$ cat config.mk
export PLATFORM = sky130hd
export DESIGN_NAME = tmpg_div
export DESIGN_NICKNAME = d
export VERILOG_FILES = /design/src/hw/rtl/tmpg_pkg.sv /design/src/hw/rtl/tmpg_div.sv
export SDC_FILE = /design/constraint.sdc
export NUM_CORES = 1
export LEC_CHECK = 0
export BUFFER_PORTS_ARGS = -buffer_cell sky130_fd_sc_hd__clkbuf_2
export CORE_UTILIZATION = 55
export CTS_CLUSTER_SIZE = 12
export DETAILED_ROUTE_END_ITERATION = 8
export GPL_TIMING_DRIVEN = 0
export PLACE_DENSITY_LB_ADDON = 0.12
export SYNTH_ARGS = -nofsm -noshare
export SYNTH_HDL_FRONTEND = slang
export SYNTH_SLANG_ARGS = --single-unit
$ cat constraint.sdc
create_clock -name clk -period 9.3 [get_ports clk]
set_input_delay 1.86 -clock clk [delete_from_list [all_inputs] [get_ports clk]]
set_output_delay 1.86 -clock clk [all_outputs]
set_load 0.1 [all_outputs]
$ cat src/hw/rtl/tmpg_pkg.sv
package tmpg_pkg;

  localparam int MAX_RINGS  = 1024;
  localparam int MAX_SLICES = 1024;
  localparam int PHASE_BITS = 16;

  localparam int CNT_W      = $clog2(MAX_RINGS + 1);
  localparam int SIN_W      = 16;
  localparam int FRAC_W     = 30;
  localparam int XSHIFT     = FRAC_W - (PHASE_BITS - 2);
  localparam int SIN_STAGES = 6;
  localparam int HORNER_N   = 4;
  localparam int WIDE_W     = 48;

  localparam logic [FRAC_W:0] ONE30 = (FRAC_W + 1)'(1) << FRAC_W;
  localparam logic [PHASE_BITS-1:0] QUARTER = PHASE_BITS'(1) << (PHASE_BITS - 2);

  localparam logic [FRAC_W:0] SIN_COEF [0:HORNER_N] = '{
    31'd172270, 31'd5026996, 31'd85569306, 31'd693598675, 31'd1686629713
  };

  typedef enum logic [1:0] {
    REG_OUTER  = 2'd0,
    REG_INNER  = 2'd1,
    REG_RINGS  = 2'd2,
    REG_SLICES = 2'd3
  } cfg_reg_t;

  function automatic logic [CNT_W-1:0] eff_count(input logic [CNT_W-1:0] c,
                                                 input logic [CNT_W-1:0] maxc);
    logic [CNT_W-1:0] res;
    if (c == '0) begin
      res = CNT_W'(1);
    end else if (c > maxc) begin
      res = maxc;
    end else begin
      res = c;
    end
    return res;
  endfunction

  function automatic logic signed [WIDE_W-1:0] rnd_away(input logic signed [WIDE_W-1:0] v,
                                                        input int n);
    logic [WIDE_W-1:0] mag;
    mag = v[WIDE_W-1] ? WIDE_W'(-v) : WIDE_W'(v);
    mag = (mag + (WIDE_W'(1) << (n - 1))) >> n;
    return v[WIDE_W-1] ? -$signed(mag) : $signed(mag);
  endfunction

  function automatic logic signed [WIDE_W-1:0] clamp_sym(input logic signed [WIDE_W-1:0] v,
                                                         input logic signed [WIDE_W-1:0] lim);
    logic signed [WIDE_W-1:0] res;
    if (v > lim) begin
      res = lim;
    end else if (v < -lim) begin
      res = -lim;
    end else begin
      res = v;
    end
    return res;
  endfunction

endpackage

$ cat src/hw/rtl/tmpg_div.sv
module tmpg_div import tmpg_pkg::*; (
  input  logic                  clk,
  input  logic [CNT_W-1:0]      rem_in,
  input  logic [CNT_W-1:0]      count,
  output logic [PHASE_BITS-1:0] phase
);

  logic [CNT_W-1:0]      rem_r [PHASE_BITS];
  logic [PHASE_BITS-1:0] quo_r [PHASE_BITS];

  for (genvar k = 0; k < PHASE_BITS; k++) begin : g_step
    logic [CNT_W-1:0]      rem_prev;
    logic [PHASE_BITS-1:0] quo_prev;
    logic [CNT_W:0]        dbl;
    logic [CNT_W:0]        diff;
    logic                  ge;

    if (k == 0) begin : g_first
      assign rem_prev = rem_in;
      assign quo_prev = '0;
    end else begin : g_next
      assign rem_prev = rem_r[k-1];
      assign quo_prev = quo_r[k-1];
    end

    assign dbl  = {rem_prev, 1'b0};
    assign ge   = dbl >= {1'b0, count};
    assign diff = dbl - {1'b0, count};

    always_ff @(posedge clk) begin
      rem_r[k] <= ge ? diff[CNT_W-1:0] : dbl[CNT_W-1:0];
      quo_r[k] <= {quo_prev[PHASE_BITS-2:0], ge};
    end
  end

  assign phase = quo_r[PHASE_BITS-1];

endmodule

After elaboration in Yosys (flattened, before gate mapping) --
Memories as Yosys holds them, arrays and structs flattened. Cells that the tools add are included.
Word-level totals: output and inout port bits 16, memories kept 2, input port bits 23, register bits 0, memory bits (writable) 432, word-level logic and storage cells 50
Cells by class: multiplexer cells 16, magnitude comparators 16, $add $sub $neg 16
Memory list:
- quo_r | words 16, bits a word 16, rd ports 16, clocked after Yosys merged registers in 0, write ports 16, RTL line tmpg_div.sv:9 | logic [PHASE_BITS-1:0] quo_r [PHASE_BITS];
- rem_r | words 16, bits a word 11, rd ports 15, clocked after Yosys merged registers in 0, write ports 16, RTL line tmpg_div.sv:8 | logic [CNT_W-1:0] rem_r [PHASE_BITS];
Operators by type and width (count):
- $ge 12x11->1 | 16
- $mux 11 | 16
- $sub 11x11->11 | 16

Longest topological paths before layout --
An unclocked memory read counts as a cell.
depth in word-level cells 3, depth in mapped cells 10, mapped depth without buffers 9

Worst setup path after synthesis --
No wires, ideal clock.
path type input to register, from input count[1], to memory rem_r[1][38] (netlist bit), path slack 4.705 ns, data required time 9.179 ns, path buffers 1, data arrival time 4.473 ns, cell stages on the path 10, setup time 0.121 ns, cells stage by stage inv_1 > ha_1 > ha_1 > o211a_1 > o2111a_1 > o2111ai_1 > nand3_1 > buf_2 > nor2_1 > a21oi_1
RTL lines:
- start, declared | RTL line tmpg_div.sv:4 | input logic [CNT_W-1:0] count,
- end, declared | RTL line tmpg_div.sv:8

==> results.txt <==
----------------------------------------------------
[Outcome]
  Run status ... finished, final reports clean

[STA]
  Fin Clk Skew ... 0.01280 ns
  Final worst path period need ... 4.740 ns
  Hold Slack ... 0.3205 ns
  Crit share post-route ... 50.96%
  Maximum clock frequency ... 211.0 MHz
  Setup TNS ... 0 ns
  Final Hold Fails ... 0
  Max-slew violation count ... 0
  Max_slew headroom ... 19.31%
  Setup repair after global routing missed its margin ... no
  Worst-margin pin slew ... 1.209 ns
  Final setup fails ... 0

[Die]
  Count of standard-cell rows ... 60
  Full die area ... 28000 um2
  Effective utilization at floorplan ... 55.95%
  IO Count ... 39
  Core region area ... 26880 um2
  Horizontal extent of the die ... 167.3 um
  Die extent in y ... 167.3 um

[Synthesis]
  Cell area after technology mapping ... 15040 um2
  Mux share of post-synthesis cell area ... 9.370%
  Post-synthesis compound-gate area fraction ... 17.40%
  Distinct cells, synth ... 65
  Total number of yosys warnings ... 0
  Gate count of the mapped netlist ... 1443
  Dominant combinational cell family by area after synthesis ... compound AO/OA/AOI/OAI gates
  Count of flip-flops with a built-in enable after synthesis ... 0
  Proportion of synthesized flip-flops having asynchronous set or reset ... 0%
  Share of the synthesized netlist area taken by xor and xnor gates ... 7.048%
  Part of the Yosys area used for sequential elements ... 40.08%
  Dominant synthesized flop cell ... dfxtp_1
  Area fraction in and, or, nand and nor cells after synthesis ... 7.747%
  Synthesized-area fraction occupied by adder cells ... 16.56%
  Synthesized Nets ... 1656
  Average instance area after synthesis ... 10.42 um2
  Number of register bits inferred by synthesis ... 301

[Route]
  Routed WL per cell ... 16.23 um
  Remaining number of nets flagged by the antenna check after routing ... 0
  Number of design-rule violations left by the first detailed-router iteration ... 641
  Vias after detailed routing ... 10.58k
  Number of detailed-routing iterations run before antenna repair ... 6
  DRT Wirelength ... 30.51 mm
  Number of DRC violations after detailed routing ... 0
  Mean number of vias per cell ... 5.629

[Power]
  Net switching component of the power ... 2684 uW
  Sequential power share ... 31.1%
  Max rail drop VDD ... 0.1887 mV
  Clock network fraction of total power ... 17.6%
  Internal power component ... 4376 uW
  Power share of the combinational group ... 51.2%
  Overall power of the completed layout ... 7061 uW
  Cell leakage power ... 0.007315 uW
  Switching share of power ... 38.02%
  Power density over cell area ... 422.8 nW/um2

[Cells and area]
  Area used by multi-input combinational logic ... 8740 um2
  Layout net count ... 1730
  Non-filler instance count after layout ... 1880
  Sequential standard cell area ... 6026 um2
  Number of antenna repair diodes ... 0
  Ratio of cells with drive above 1 in the final layout ... 15.66%
  Most frequent cells in the layout ... 301 x dfxtp_1, 175 x ha_1, 127 x a21oi_1, 102 x mux2_2, 82 x o21ai_0
  Area Growth Syn to Fin ... 11.08%
  Final instance area ... 16700 um2
  Total of fill cells in the finished design ... 2240
  Most common library cell in the layout ignoring fill and taps ... dfxtp_1

[CTS]
  TritonCTS Sinks ... 301
  Post-CTS sizing ... 0
  CTS tree ... built
  Number of buffers inserted for hold repair after clock tree synthesis ... 0
  Postcts setup bufs ... 0
  Depth of the CTS H-tree ... 2
  Clock Tree Root ... clkbuf_16
  Reg clk slew, reported paths ... 0.06 ns
  Maximum root-to-sink buffer count ... 3
  Clock latency reported for the late side of the worst-skew pair ... 0.52 ns
  Total clock buffers created by CTS ... 34

[Placed design]
  Placed cell count ... 1822
  Dpl cell area ... 15650 um2
  Total of buffers placed on input and output ports ... 38
  Final weighted congestion of routability-driven global placement ... 0.8272
  Sum of net half-perimeters after detailed placement ... 20.98 mm

[GRT]
  Total GRT Usage ... 22.10%
  Antenna violations before repair ... 0
  Maximum number of pins on one net before global-route repair ... 39
  Total congestion overflow ... 0
  Global-route wire length before repair ... 50.06 mm
  Number of global-route vias before repair ... 10.34k

[Critical path]
  Critical path fanouts, max ... 38
  Arrival time worst endpoint ... 5.14 ns
  Crit. End Element ... register
  Critical path class ... input port to register
  Required time at the worst-slack endpoint ... 9.70 ns
  Startpoint class of the critical path ... input port

[Run]
  # Max-Cap Violations ... 0

[Hold path]
  Classification of the worst-slack hold path ... register to register

----------------------------------------------------
[power by group through the flow]
stage	registers (uW)	clock network, uW	logic (uW)
finish	2200	1250	3620
global route	2260	1340	4010
CTS	2200	1280	3610
detailed placement	2220	0	3580
global placement	2210	0	3520
floorplan	2340	0	2770
[cells by family after synthesis]
logic type | after synthesis
and+or+nand+nor | 244
DFF | 301
buffers and inverters | 60
muxes | 120
xor gates and xnor gates | 121
adders and majority gates | 190
AOI/OAI and AO/OA | 407
[critical path: stages]
cell and delay, ns:
clkbuf_2 0.16, buf_4 0.23, inv_2 0.76, fa_1 0.41, o21ai_0 0.12, nand2b_1 0.08, a21oi_1 0.07, o221a_2 0.26
o21ai_0 0.39, buf_2 0.33, mux2_2 0.38
[area by class of cell]
type / count / area share (%)
multi-input combinational: 1082 / 52.33
sequential: 301 / 36.08
clock buffer: 49 / 5.859
tap: 341 / 2.555
timing repair buffer: 38 / 1.139
buffer: 30 / 0.9440
inverter: 30 / 0.6743
clock inverter: 9 / 0.4195
[synth_stat cells (3+ instances only)]
master	number	area [um2]
ha_1	175	2190
and2_1	14	87.58
o31ai_1	3	22.52
nand3_1	21	105.1
a41oi_1	3	26.28
a31o_2	5	43.79
nor2_1	66	247.7
o22ai_1	9	56.30
xor2_1	42	367.9
a21o_1	36	270.3
nand3b_1	3	22.52
inv_1	29	108.9
o31ai_2	4	50.05
fa_1	15	300.3
o21ai_0	82	410.4
nand2b_1	17	106.4
o21ai_1	5	25.02
o21a_1	19	142.6
o221ai_1	7	61.31
a211oi_1	16	120.1
nor2b_1	19	118.9
and3_1	4	25.02
a311o_1	7	70.07
o21bai_1	15	112.6
o2111ai_1	5	43.79
nor3_1	6	30.03
a21oi_1	127	635.6
a21boi_0	4	30.03
xnor2_1	79	691.9
nand4_1	8	50.05
mux2_4	16	240.2
buf_4	4	30.03
nor4_1	3	18.77
o211ai_1	18	135.1
buf_2	10	50.05
or3_1	3	18.77
and4_1	4	35.03
a211o_1	9	78.83
nand2_1	73	274.0
mux2_2	102	1149
dfxtp_1	301	6026
clkbuf_1	12	45.04
a31oi_1	14	87.58
[flip-flops by register name, summed over array words and instances, names as in the netlist]
name,count
rem_r,165
quo_r,136
[final timing paths]
| check | startpoint | endpoint | slack [ns] | cells after the start |
|---|---|---|---|---|
| worst min register to register | quo_r[1][107] | quo_r[1][124] | 0.32 | 0 |
| worst max-delay path | count[0] | rem_r[1][62] | 4.56 | 11 |
| worst max register to register | rem_r[1][22] | rem_r[1][39] | 6.78 | 8 |
| worst min-delay path | quo_r[1][107] | quo_r[1][124] | 0.32 | 0 |
[routing by layer]
layer / share of wire (%) / vias to the layer above / global-route usage [%]
li1: - / 5413 / -
met1: 48 / 4929 / 29.52
met3: 4.4 / 51 / 3.853
met4: 1.8 / 0 / 6.302
met5: 0 / - / 0
met2: 45 / 189 / 36.58
[per-stage QoR]
step           setup WS, ns  utilization [%]
6_report              4.560            62.14
5_1_grt               4.249            62.14
3_3_place_gp          3.902            58.24
2_1_floorplan         4.705                -
4_1_cts               4.528            62.14
3_5_place_dp          4.012            58.24
(Power assumes the default switching activity.)
